--- src/rtl/core/rlru_pkg.sv ---
// Shared types, codes and default sizes for the reference-counted LRU result cache.
`default_nettype none

package rlru_pkg;

  localparam int DEF_ENTRIES     = 8;
  localparam int DEF_KEY_BITS    = 64;
  localparam int DEF_HANDLE_BITS = 32;
  localparam int DEF_TIME_BITS   = 32;
  localparam int DEF_COUNT_BITS  = 8;

  // Port field widths
  localparam int CMD_W     = 2;
  localparam int KEY_W     = 64;
  localparam int HANDLE_W  = 32;
  localparam int SLOT_W    = 3;
  localparam int NOW_W     = 32;
  localparam int STATUS_W  = 2;
  localparam int INDEX_W   = 3;
  localparam int IN_DATA_W  = 136;
  localparam int OUT_DATA_W = 40;

  typedef enum logic [CMD_W-1:0] {
    CMD_LOOKUP  = 2'd0,
    CMD_RELEASE = 2'd1,
    CMD_EVICT   = 2'd2,
    CMD_PUT     = 2'd3
  } cmd_t;

  typedef enum logic [STATUS_W-1:0] {
    ST_OK   = 2'd0,
    ST_MISS = 2'd1,
    ST_BUSY = 2'd2,
    ST_SAT  = 2'd3
  } status_t;

  // Controller to datapath
  typedef struct packed {
    logic load;    // capture a new request, restart the scan
    logic scan;    // read the entry at the scan address and advance
    logic commit;  // write back the chosen entry and load the result
  } dp_cmd_t;

  // Datapath to controller
  typedef struct packed {
    logic scan_last;  // scan address sits on the last entry
  } dp_stat_t;

endpackage

`default_nettype wire

--- src/rtl/core/refcounted_lru_result_cache.sv ---
// Reference-counted LRU result cache: a small fully associative key/handle store.
//
// Requests enter on the in_ stream: in_tuser carries the command (lookup,
// release, evict oldest, put), in_tdata the key, handle, slot and time stamp.
// Each request gives exactly one result on the out_ stream: out_tuser carries
// the status, out_tdata the entry index and the returned handle.
// A request is served by one read pass over the entry RAMs, one entry per
// cycle, followed by a single write-back of the chosen entry, which also loads
// the result. A new request is taken only after the previous one has been
// written back; the read pass through the single RAM read port sets that pace.
// The result sits in an output register, so the block goes on with the next
// request while a result waits; a stalled receiver holds the block only when
// a second result is ready before the first has been taken.
// Reset empties every entry at once (per-entry valid bits) and clears the
// control state; no clearing pass is needed.
`default_nettype none

module refcounted_lru_result_cache #(
  parameter int ENTRIES     = rlru_pkg::DEF_ENTRIES,
  parameter int KEY_BITS    = rlru_pkg::DEF_KEY_BITS,
  parameter int HANDLE_BITS = rlru_pkg::DEF_HANDLE_BITS,
  parameter int TIME_BITS   = rlru_pkg::DEF_TIME_BITS,
  parameter int COUNT_BITS  = rlru_pkg::DEF_COUNT_BITS
) (
  input  wire logic                              clk,
  input  wire logic                              rst_n,
  input  wire logic                              in_tvalid,
  output logic                                   in_tready,
  // key[63:0], handle[95:64], slot[98:96], now[130:99], zero fill above
  input  wire logic [rlru_pkg::IN_DATA_W-1:0]    in_tdata,
  // command[1:0]
  input  wire logic [rlru_pkg::CMD_W-1:0]        in_tuser,
  output logic                                   out_tvalid,
  input  wire logic                              out_tready,
  // entry_index[2:0], handle_out[34:3], zero fill above
  output logic      [rlru_pkg::OUT_DATA_W-1:0]   out_tdata,
  // status[1:0]
  output logic      [rlru_pkg::STATUS_W-1:0]     out_tuser
);
  import rlru_pkg::*;

  dp_cmd_t               dp_cmd;
  dp_stat_t              dp_stat;
  logic [INDEX_W-1:0]    res_index;
  logic [HANDLE_W-1:0]   res_handle;

  rlru_ctrl u_ctrl (
    .clk        (clk),
    .rst_n      (rst_n),
    .in_tvalid  (in_tvalid),
    .in_tready  (in_tready),
    .out_tvalid (out_tvalid),
    .out_tready (out_tready),
    .stat       (dp_stat),
    .cmd        (dp_cmd)
  );

  rlru_dp #(
    .ENTRIES     (ENTRIES),
    .KEY_BITS    (KEY_BITS),
    .HANDLE_BITS (HANDLE_BITS),
    .TIME_BITS   (TIME_BITS),
    .COUNT_BITS  (COUNT_BITS)
  ) u_dp (
    .clk         (clk),
    .rst_n       (rst_n),
    .cmd         (dp_cmd),
    .stat        (dp_stat),
    .req_command (in_tuser),
    .req_key     (in_tdata[63:0]),
    .req_handle  (in_tdata[95:64]),
    .req_slot    (in_tdata[98:96]),
    .req_now     (in_tdata[130:99]),
    .res_status  (out_tuser),
    .res_index   (res_index),
    .res_handle  (res_handle)
  );

  assign out_tdata = {(OUT_DATA_W - INDEX_W - HANDLE_W)'(0), res_handle, res_index};

  // A new result may only be loaded when the previous one is gone or leaving.
  a_commit_free: assert property (@(posedge clk) disable iff (!rst_n)
    dp_cmd.commit |-> (!out_tvalid || out_tready))
    else $error("result register overwritten while still pending");

  // One request at a time: no second accept right after an accept.
  a_one_at_a_time: assert property (@(posedge clk) disable iff (!rst_n)
    (in_tvalid && in_tready) |=> !in_tready)
    else $error("request accepted while another is in progress");

  // A busy evict carries neither index nor handle.
  a_busy_empty: assert property (@(posedge clk) disable iff (!rst_n)
    (out_tvalid && out_tuser == ST_BUSY) |-> (res_index == '0 && res_handle == '0))
    else $error("busy result with nonzero payload");

  // A write-back never overlaps a request load or a scan step.
  a_commit_after_scan: assert property (@(posedge clk) disable iff (!rst_n)
    dp_cmd.commit |-> !dp_cmd.load && !dp_cmd.scan)
    else $error("write-back overlaps request load or scan");

endmodule

`default_nettype wire

--- src/rtl/core/rlru_ram.sv ---
// Generic single-write, single-read RAM with registered read data.
`default_nettype none

module rlru_ram #(
  parameter int WIDTH = 8,
  parameter int DEPTH = 8
) (
  input  wire logic                     clk,
  input  wire logic                     we,
  input  wire logic [$clog2(DEPTH)-1:0] waddr,
  input  wire logic [WIDTH-1:0]         wdata,
  input  wire logic [$clog2(DEPTH)-1:0] raddr,
  output logic      [WIDTH-1:0]         rdata
);

  logic [WIDTH-1:0] mem [DEPTH];
  logic [WIDTH-1:0] rdata_r;

  always_ff @(posedge clk) begin
    if (we) begin
      mem[waddr] <= wdata;
    end
    rdata_r <= mem[raddr];
  end

  assign rdata = rdata_r;

endmodule

`default_nettype wire

--- src/rtl/core/rlru_dp.sv ---
// Datapath: entry stores, scan and selection logic, write-back and result registers.
`default_nettype none

module rlru_dp #(
  parameter int ENTRIES     = rlru_pkg::DEF_ENTRIES,
  parameter int KEY_BITS    = rlru_pkg::DEF_KEY_BITS,
  parameter int HANDLE_BITS = rlru_pkg::DEF_HANDLE_BITS,
  parameter int TIME_BITS   = rlru_pkg::DEF_TIME_BITS,
  parameter int COUNT_BITS  = rlru_pkg::DEF_COUNT_BITS
) (
  input  wire logic                            clk,
  input  wire logic                            rst_n,
  input  wire rlru_pkg::dp_cmd_t               cmd,
  output rlru_pkg::dp_stat_t                   stat,
  input  wire logic [rlru_pkg::CMD_W-1:0]      req_command,
  input  wire logic [rlru_pkg::KEY_W-1:0]      req_key,
  input  wire logic [rlru_pkg::HANDLE_W-1:0]   req_handle,
  input  wire logic [rlru_pkg::SLOT_W-1:0]     req_slot,
  input  wire logic [rlru_pkg::NOW_W-1:0]      req_now,
  output logic      [rlru_pkg::STATUS_W-1:0]   res_status,
  output logic      [rlru_pkg::INDEX_W-1:0]    res_index,
  output logic      [rlru_pkg::HANDLE_W-1:0]   res_handle
);
  import rlru_pkg::*;

  localparam int IDX_W  = $clog2(ENTRIES);
  localparam int TU_W   = TIME_BITS + COUNT_BITS;
  localparam int SCMP_W = (IDX_W > SLOT_W) ? IDX_W : SLOT_W;

  // Request registers
  cmd_t                   cmd_r;
  logic [KEY_BITS-1:0]    key_r;
  logic [HANDLE_BITS-1:0] hnd_r;
  logic [SLOT_W-1:0]      slot_r;
  logic [TIME_BITS-1:0]   now_r;

  // Scan and selection
  logic [IDX_W-1:0]       addr_r;
  logic                   eval_r;
  logic [IDX_W-1:0]       didx_r;
  logic [ENTRIES-1:0]     valid_r;
  logic                   found_r;
  logic [TIME_BITS-1:0]   best_r;
  logic [IDX_W-1:0]       sel_idx_r;
  logic [HANDLE_BITS-1:0] sel_hnd_r;
  logic [COUNT_BITS-1:0]  sel_users_r;

  // Result registers
  logic [STATUS_W-1:0]    status_r, status_nxt;
  logic [INDEX_W-1:0]     index_r, index_nxt;
  logic [HANDLE_W-1:0]    hout_r, hout_nxt;

  logic [TIME_BITS-1:0]   now_tr, now_eff;
  logic [TU_W-1:0]        ts_rdata, ts_wdata;
  logic [KEY_BITS-1:0]    key_rdata;
  logic [HANDLE_BITS-1:0] hnd_rdata;
  logic [TIME_BITS-1:0]   rd_time;
  logic [COUNT_BITS-1:0]  rd_users;
  logic                   rd_live, take;
  logic                   we_ts, we_kh;
  logic [TIME_BITS-1:0]   wr_time;
  logic [COUNT_BITS-1:0]  wr_users;

  assign now_tr  = TIME_BITS'(req_now);
  assign now_eff = (now_tr == '0) ? TIME_BITS'(1) : now_tr;

  rlru_ram #(.WIDTH(TU_W), .DEPTH(ENTRIES)) u_ts_ram (
    .clk   (clk),
    .we    (we_ts),
    .waddr (sel_idx_r),
    .wdata (ts_wdata),
    .raddr (addr_r),
    .rdata (ts_rdata)
  );

  rlru_ram #(.WIDTH(KEY_BITS), .DEPTH(ENTRIES)) u_key_ram (
    .clk   (clk),
    .we    (we_kh),
    .waddr (sel_idx_r),
    .wdata (key_r),
    .raddr (addr_r),
    .rdata (key_rdata)
  );

  rlru_ram #(.WIDTH(HANDLE_BITS), .DEPTH(ENTRIES)) u_hnd_ram (
    .clk   (clk),
    .we    (we_kh),
    .waddr (sel_idx_r),
    .wdata (hnd_r),
    .raddr (addr_r),
    .rdata (hnd_rdata)
  );

  assign stat.scan_last = (addr_r == IDX_W'(ENTRIES - 1));

  // An entry never written since reset reads as empty with no users.
  always_comb begin
    if (valid_r[didx_r]) begin
      rd_time  = ts_rdata[TU_W-1:COUNT_BITS];
      rd_users = ts_rdata[COUNT_BITS-1:0];
    end else begin
      rd_time  = '0;
      rd_users = '0;
    end
    rd_live = (rd_time != '0);
    case (cmd_r)
      CMD_LOOKUP:  take = !found_r && rd_live && (key_rdata == key_r);
      CMD_RELEASE: take = rd_live && (SCMP_W'(didx_r) == SCMP_W'(slot_r));
      CMD_EVICT:   take = rd_live && (rd_users == '0) && (rd_time < best_r);
      default:     take = !found_r && !rd_live;
    endcase
  end

  // Write-back and result
  always_comb begin
    we_ts      = 1'b0;
    we_kh      = 1'b0;
    wr_time    = now_r;
    wr_users   = sel_users_r;
    status_nxt = ST_MISS;
    index_nxt  = '0;
    hout_nxt   = '0;
    case (cmd_r)
      CMD_LOOKUP: begin
        if (found_r) begin
          we_ts     = cmd.commit;
          index_nxt = INDEX_W'(sel_idx_r);
          hout_nxt  = HANDLE_W'(sel_hnd_r);
          if (sel_users_r == '1) begin
            status_nxt = ST_SAT;
          end else begin
            status_nxt = ST_OK;
            wr_users   = sel_users_r + COUNT_BITS'(1);
          end
        end
      end
      CMD_RELEASE: begin
        index_nxt = slot_r;
        if (found_r) begin
          we_ts = cmd.commit;
          if (sel_users_r == '0) begin
            status_nxt = ST_SAT;
          end else begin
            status_nxt = ST_OK;
            wr_users   = sel_users_r - COUNT_BITS'(1);
          end
        end
      end
      CMD_EVICT: begin
        if (found_r) begin
          we_ts      = cmd.commit;
          wr_time    = '0;
          status_nxt = ST_OK;
          index_nxt  = INDEX_W'(sel_idx_r);
          hout_nxt   = HANDLE_W'(sel_hnd_r);
        end else begin
          status_nxt = ST_BUSY;
        end
      end
      default: begin
        if (found_r) begin
          we_ts      = cmd.commit;
          we_kh      = cmd.commit;
          wr_users   = COUNT_BITS'(1);
          status_nxt = ST_OK;
          index_nxt  = INDEX_W'(sel_idx_r);
        end
      end
    endcase
  end

  assign ts_wdata = {wr_time, wr_users};

  always_ff @(posedge clk) begin
    if (!rst_n) begin
      eval_r  <= 1'b0;
      valid_r <= '0;
    end else begin
      eval_r <= cmd.scan;
      if (we_kh) begin
        valid_r[sel_idx_r] <= 1'b1;
      end
    end
  end

  always_ff @(posedge clk) begin
    didx_r <= addr_r;
    if (cmd.load) begin
      cmd_r   <= cmd_t'(req_command);
      key_r   <= KEY_BITS'(req_key);
      hnd_r   <= HANDLE_BITS'(req_handle);
      slot_r  <= req_slot;
      now_r   <= now_eff;
      best_r  <= now_eff;
      found_r <= 1'b0;
      addr_r  <= '0;
    end else begin
      if (cmd.scan && !stat.scan_last) begin
        addr_r <= addr_r + IDX_W'(1);
      end
      if (eval_r && take) begin
        found_r     <= 1'b1;
        best_r      <= rd_time;
        sel_idx_r   <= didx_r;
        sel_hnd_r   <= hnd_rdata;
        sel_users_r <= rd_users;
      end
    end
    if (cmd.commit) begin
      status_r <= status_nxt;
      index_r  <= index_nxt;
      hout_r   <= hout_nxt;
    end
  end

  assign res_status = status_r;
  assign res_index  = index_r;
  assign res_handle = hout_r;

endmodule

`default_nettype wire

--- src/rtl/core/rlru_ctrl.sv ---
// Controller: request sequencing state machine and result handshake.
`default_nettype none

module rlru_ctrl (
  input  wire logic                clk,
  input  wire logic                rst_n,
  input  wire logic                in_tvalid,
  output logic                     in_tready,
  output logic                     out_tvalid,
  input  wire logic                out_tready,
  input  wire rlru_pkg::dp_stat_t  stat,
  output rlru_pkg::dp_cmd_t        cmd
);
  import rlru_pkg::*;

  typedef enum logic [3:0] {
    S_IDLE   = 4'b0001,
    S_SCAN   = 4'b0010,
    S_DRAIN  = 4'b0100,
    S_UPDATE = 4'b1000
  } state_t;

  state_t state_r, state_nxt;
  logic   out_valid_r, out_valid_nxt;
  logic   out_free;

  assign out_free = !out_valid_r || out_tready;

  always_comb begin
    state_nxt  = state_r;
    cmd        = '0;
    in_tready  = 1'b0;
    unique case (state_r)
      S_IDLE: begin
        in_tready = 1'b1;
        if (in_tvalid) begin
          cmd.load  = 1'b1;
          state_nxt = S_SCAN;
        end
      end
      S_SCAN: begin
        cmd.scan = 1'b1;
        if (stat.scan_last) begin
          state_nxt = S_DRAIN;
        end
      end
      S_DRAIN: begin
        state_nxt = S_UPDATE;
      end
      S_UPDATE: begin
        // hold until the result register can take the new result
        if (out_free) begin
          cmd.commit = 1'b1;
          state_nxt  = S_IDLE;
        end
      end
      default: begin
        state_nxt = S_IDLE;
      end
    endcase
  end

  always_comb begin
    out_valid_nxt = out_valid_r;
    if (cmd.commit) begin
      out_valid_nxt = 1'b1;
    end else if (out_tready) begin
      out_valid_nxt = 1'b0;
    end
  end

  always_ff @(posedge clk) begin
    if (!rst_n) begin
      state_r     <= S_IDLE;
      out_valid_r <= 1'b0;
    end else begin
      state_r     <= state_nxt;
      out_valid_r <= out_valid_nxt;
    end
  end

  assign out_tvalid = out_valid_r;

endmodule

`default_nettype wire

--- config.mk ---
export PLATFORM = sky130hd
export DESIGN_NAME = refcounted_lru_result_cache
export DESIGN_NICKNAME = d
export VERILOG_FILES = /design/src/rtl/core/rlru_pkg.sv /design/src/rtl/core/refcounted_lru_result_cache.sv /design/src/rtl/core/rlru_ram.sv /design/src/rtl/core/rlru_dp.sv /design/src/rtl/core/rlru_ctrl.sv
export SDC_FILE = /design/constraint.sdc
export NUM_CORES = 2
export LEC_CHECK = 0
export ABC_AREA = 1
export BUFFER_PORTS_ARGS = -buffer_cell sky130_fd_sc_hd__buf_4
export CORE_ASPECT_RATIO = 0.75
export CORE_MARGIN = 3
export CORE_UTILIZATION = 59
export CTS_CLUSTER_SIZE = 30
export DETAILED_ROUTE_END_ITERATION = 6
export PLACE_DENSITY_LB_ADDON = 0.15
export SYNTH_ARGS = -nofsm -noshare
export SYNTH_HDL_FRONTEND = slang
export SYNTH_SLANG_ARGS = --single-unit
--- constraint.sdc ---
create_clock -name clk -period 9.8 [get_ports clk]
set_clock_uncertainty 0.2 [all_clocks]
set_input_delay 0.98 -clock clk [delete_from_list [all_inputs] [get_ports clk]]
set_output_delay 0.98 -clock clk [all_outputs]
set_load 0.005 [all_outputs]
==> impl_results.md <==
- Leading cell type in the layout, fill and taps excluded: edfxtp_1
- Post-route cell area: 63,100 um2
- Final Hold Viols: 0
- Antenna Nets Post-Route: 0
- Hold Crit Class: register to register
- Num rows: 97
- Failing checks: DRC
- Die W: 363 um
- WP buf/inv: 4
- Die area: 99,300 um2
- Met3 Usage GRT: 3.79%
- Pre-Repair DR Iteration Count: 7
- Number of max-cap violations: 0
- DRC viols: 3
- Top Usage Layer GRT: met2
- Cells after Synth: 4,348
- Area after DPL: 58,700 um2
- Logic pwr share: 10.1%
- Setup crit end kind: register
- Largest net degree at the start of global routing: 245
- Power Dens Cells: 224 nW/um2
- RSZ-0062 raised after global routing: false
- Clock Latency Late Sink: 0.75 ns
- Leakage: 22.2 nW
- CTS tree: done
- Switching Share: 23.8%
- Register area share after synthesis: 76.6%
- DP Cell Count: 5,537
- Yosys reg bits: 1,490
- Synthesis warning total: 0
- Clk buf depth: 3
- Distinct cells, synth: 43
- Switching power: 3.37 mW
- Slowest stage cell on the critical path: buf_4
- Clock power share: 37.1%
- Crit-path max FO: 36
- Final setup viols: 0
- Worst vdd ir: 0.181 mV
- Setup TNS: 0 ns
- Fin crit share: 45.7%
- Total grt overflow: 0
- H-Tree Depth: 4
- Slew Limit Headroom: 27.3%
- Clk pin slew, worst setup/hold paths: 0.06 ns
- Average size of a mapped cell: 13.0 um2
- Mapped Area: 56,300 um2
- Cts hold-fix bufs: 0
- Required @ worst endpoint: 9.97 ns
- Cell Int Power: 10.8 mW
- Initial antenna violation count: 4
- Total global routing track utilization: 24.3%
- Die height: 274 um
- Met2 global-route usage: 37.9%
- Final design utilization: 67.1%
- Critical Path Source Type: register
- Final wirelength: 121,000 um
- Root Buffer Master: clkbuf_16
- Post-Layout Cell Count: 5,783
- Initial Utilization: 59.9%
- Vias in the first global route: 31.2k
- Minimum clock period: 4.48 ns
- CTS buffer count: 136
- IO Pins: 186
- Fmax: 223 MHz
- DP Wirelength: 59,700 um
- Post-CTS setup buffers: 0
- Commonest cells after routing, fill and taps aside: edfxtp_1 (1,333), nor2_1 (1,071), o21ai_0 (562)
- Slowest Stage Delay on Critical Path: 0.54 ns
- Post-CTS sizing: 0
- Area delta synth->final: 12.1%
- Placer congestion estimate: 0.851
- Reg power frac: 52.7%
- I/O Buffers: 175
- Floorplan core area: 94,100 um2
- Worst Path Arrival: 4.65 ns
- Clk sink count: 1,490
- Initial drt markers: 3,387
- Met1 GRT Util: 35.9%
- Net count reported at finish: 4,616
- Vias per Instance: 5.73
- Vias: 33.1k
- Slew @ Worst Pin: 1.09 ns
- Status: finished with violations
- Final Max Tran Viols: 0
- First-pass GRT wire length: 184,000 um
- CP Cell Sequence: nand2_1 -> nand3_1 -> nand3_2 -> nand2_4 -> inv_2 -> nand2_1 -> inv_1 -> ha_1 -> a21oi_1 -> o21a_1 -> o221ai_1 -> nand4_1 -> nand4_1 -> nor2_1 -> nand2_1 -> nand3_2 -> nand3_2 -> inv_2 -> buf_4
- Layout cells sized above 1: 10.2%
- Top delay family on crit path: simple AND/OR/NAND/NOR gates
- Drt wl/cell: 20.8 um
- Critical path class: register to register
-- logic make-up after synthesis --
kind of cell               share of synthesized area, %
AOI/OAI and AO/OA                                  8.82
other                                           0.00666
adders and majority gates                         0.799
and+or+nand+nor                                    9.61
xor gates and xnor gates                          0.902
DFF                                                76.6
buffers and inverters                              3.25
-- sequential cells by signal, indices dropped and copies added (netlist names), 32 cells and up --
register              count
u_dp.u_ts_ram.mem       320
u_dp.res_handle          32
u_dp.u_key_ram.rdata     64
u_dp.now_r               32
u_dp.u_ts_ram.rdata      40
u_dp.u_hnd_ram.rdata     32
u_dp.best_r              32
u_dp.u_key_ram.mem      512
u_dp.hnd_r               32
u_dp.u_hnd_ram.mem      256
u_dp.key_r               64
u_dp.sel_hnd_r           32
-- final cells by class --
| class | instances | area, um2 |
|---|---|---|
| fill | 6495 | 30900 |
| inverter | 208 | 811 |
| antenna | 1 | 2.50 |
| clock inverter | 54 | 553 |
| tap | 1237 | 1550 |
| timing repair buffer | 216 | 1700 |
| clock buffer | 191 | 3900 |
| multi-input combinational | 2386 | 11500 |
| sequential | 1490 | 43200 |
-- metrics by stage --
stage / setup WS, ns / hold WS [ns] / power (mW)
after global routing: 4.98 / 0.180 / 14.7
final: 5.32 / 0.202 / 14.2
after floorplan: 0.938 / 0.155 / 8.54
after CTS: 5.30 / 0.144 / 14.2
after detailed placement: 5.28 / 0.189 / 9.02
after global placement: 5.31 / 0.186 / 8.98
-- synthesized netlist by cell type (all sizes together) --
master / number / area, um2
o211ai: 5 / 37.5
or2: 7 / 43.8
nor2: 1083 / 4070
o221a: 1 / 11.3
nand4: 19 / 119
clkbuf: 231 / 867
nor4: 13 / 87.6
a211oi: 3 / 22.5
a31oi: 136 / 851
xor2: 18 / 158
buf: 37 / 184
edfxtp: 1333 / 40000
o21a: 5 / 37.5
clkinv: 1 / 3.75
a21oi: 29 / 145
o221ai: 2 / 17.5
a41oi: 2 / 17.5
o21ai: 564 / 2820
dfxtp: 157 / 3140
o31ai: 2 / 15.0
conb: 1 / 3.75
a32oi: 2 / 17.5
o41ai: 3 / 26.3
inv: 207 / 777
nand2: 211 / 802
o21bai: 1 / 7.51
nand3: 30 / 170
ha: 36 / 450
o22ai: 142 / 888
nor3: 21 / 120
xnor2: 40 / 350
o2111ai: 6 / 52.6
-- final timing paths --
check	startpoint	end	slack, ns	depth (start not counted)
min reg2reg	u_dp.u_hnd_ram.rdata[27]	u_dp.sel_hnd_r[27]	0.20	0
max reg2reg	u_dp.didx_r[0]	u_dp.sel_hnd_r[7]	5.32	19
max	u_dp.didx_r[0]	u_dp.sel_hnd_r[7]	5.32	19
min	u_dp.u_hnd_ram.rdata[27]	u_dp.sel_hnd_r[27]	0.20	0
-- metal layers --
layer	vias to the layer above	share of wire [%]
met5	-	0
met4	0	2.0
met3	167	7.4
met2	1114	46
met1	16200	45
li1	15700	-
-- power by group through the flow --
stage          combinational (mW)  sequential, mW  clock, mW
3_5_place_dp                 1.42            7.59          0
3_3_place_gp                 1.40            7.58          0
4_1_cts                      1.44            7.46       5.35
6_report                     1.44            7.46       5.26
5_1_grt                      1.62            7.49       5.61
2_1_floorplan                1.04            7.50          0
No activity file was read; power rests on OpenSTA's default activity.
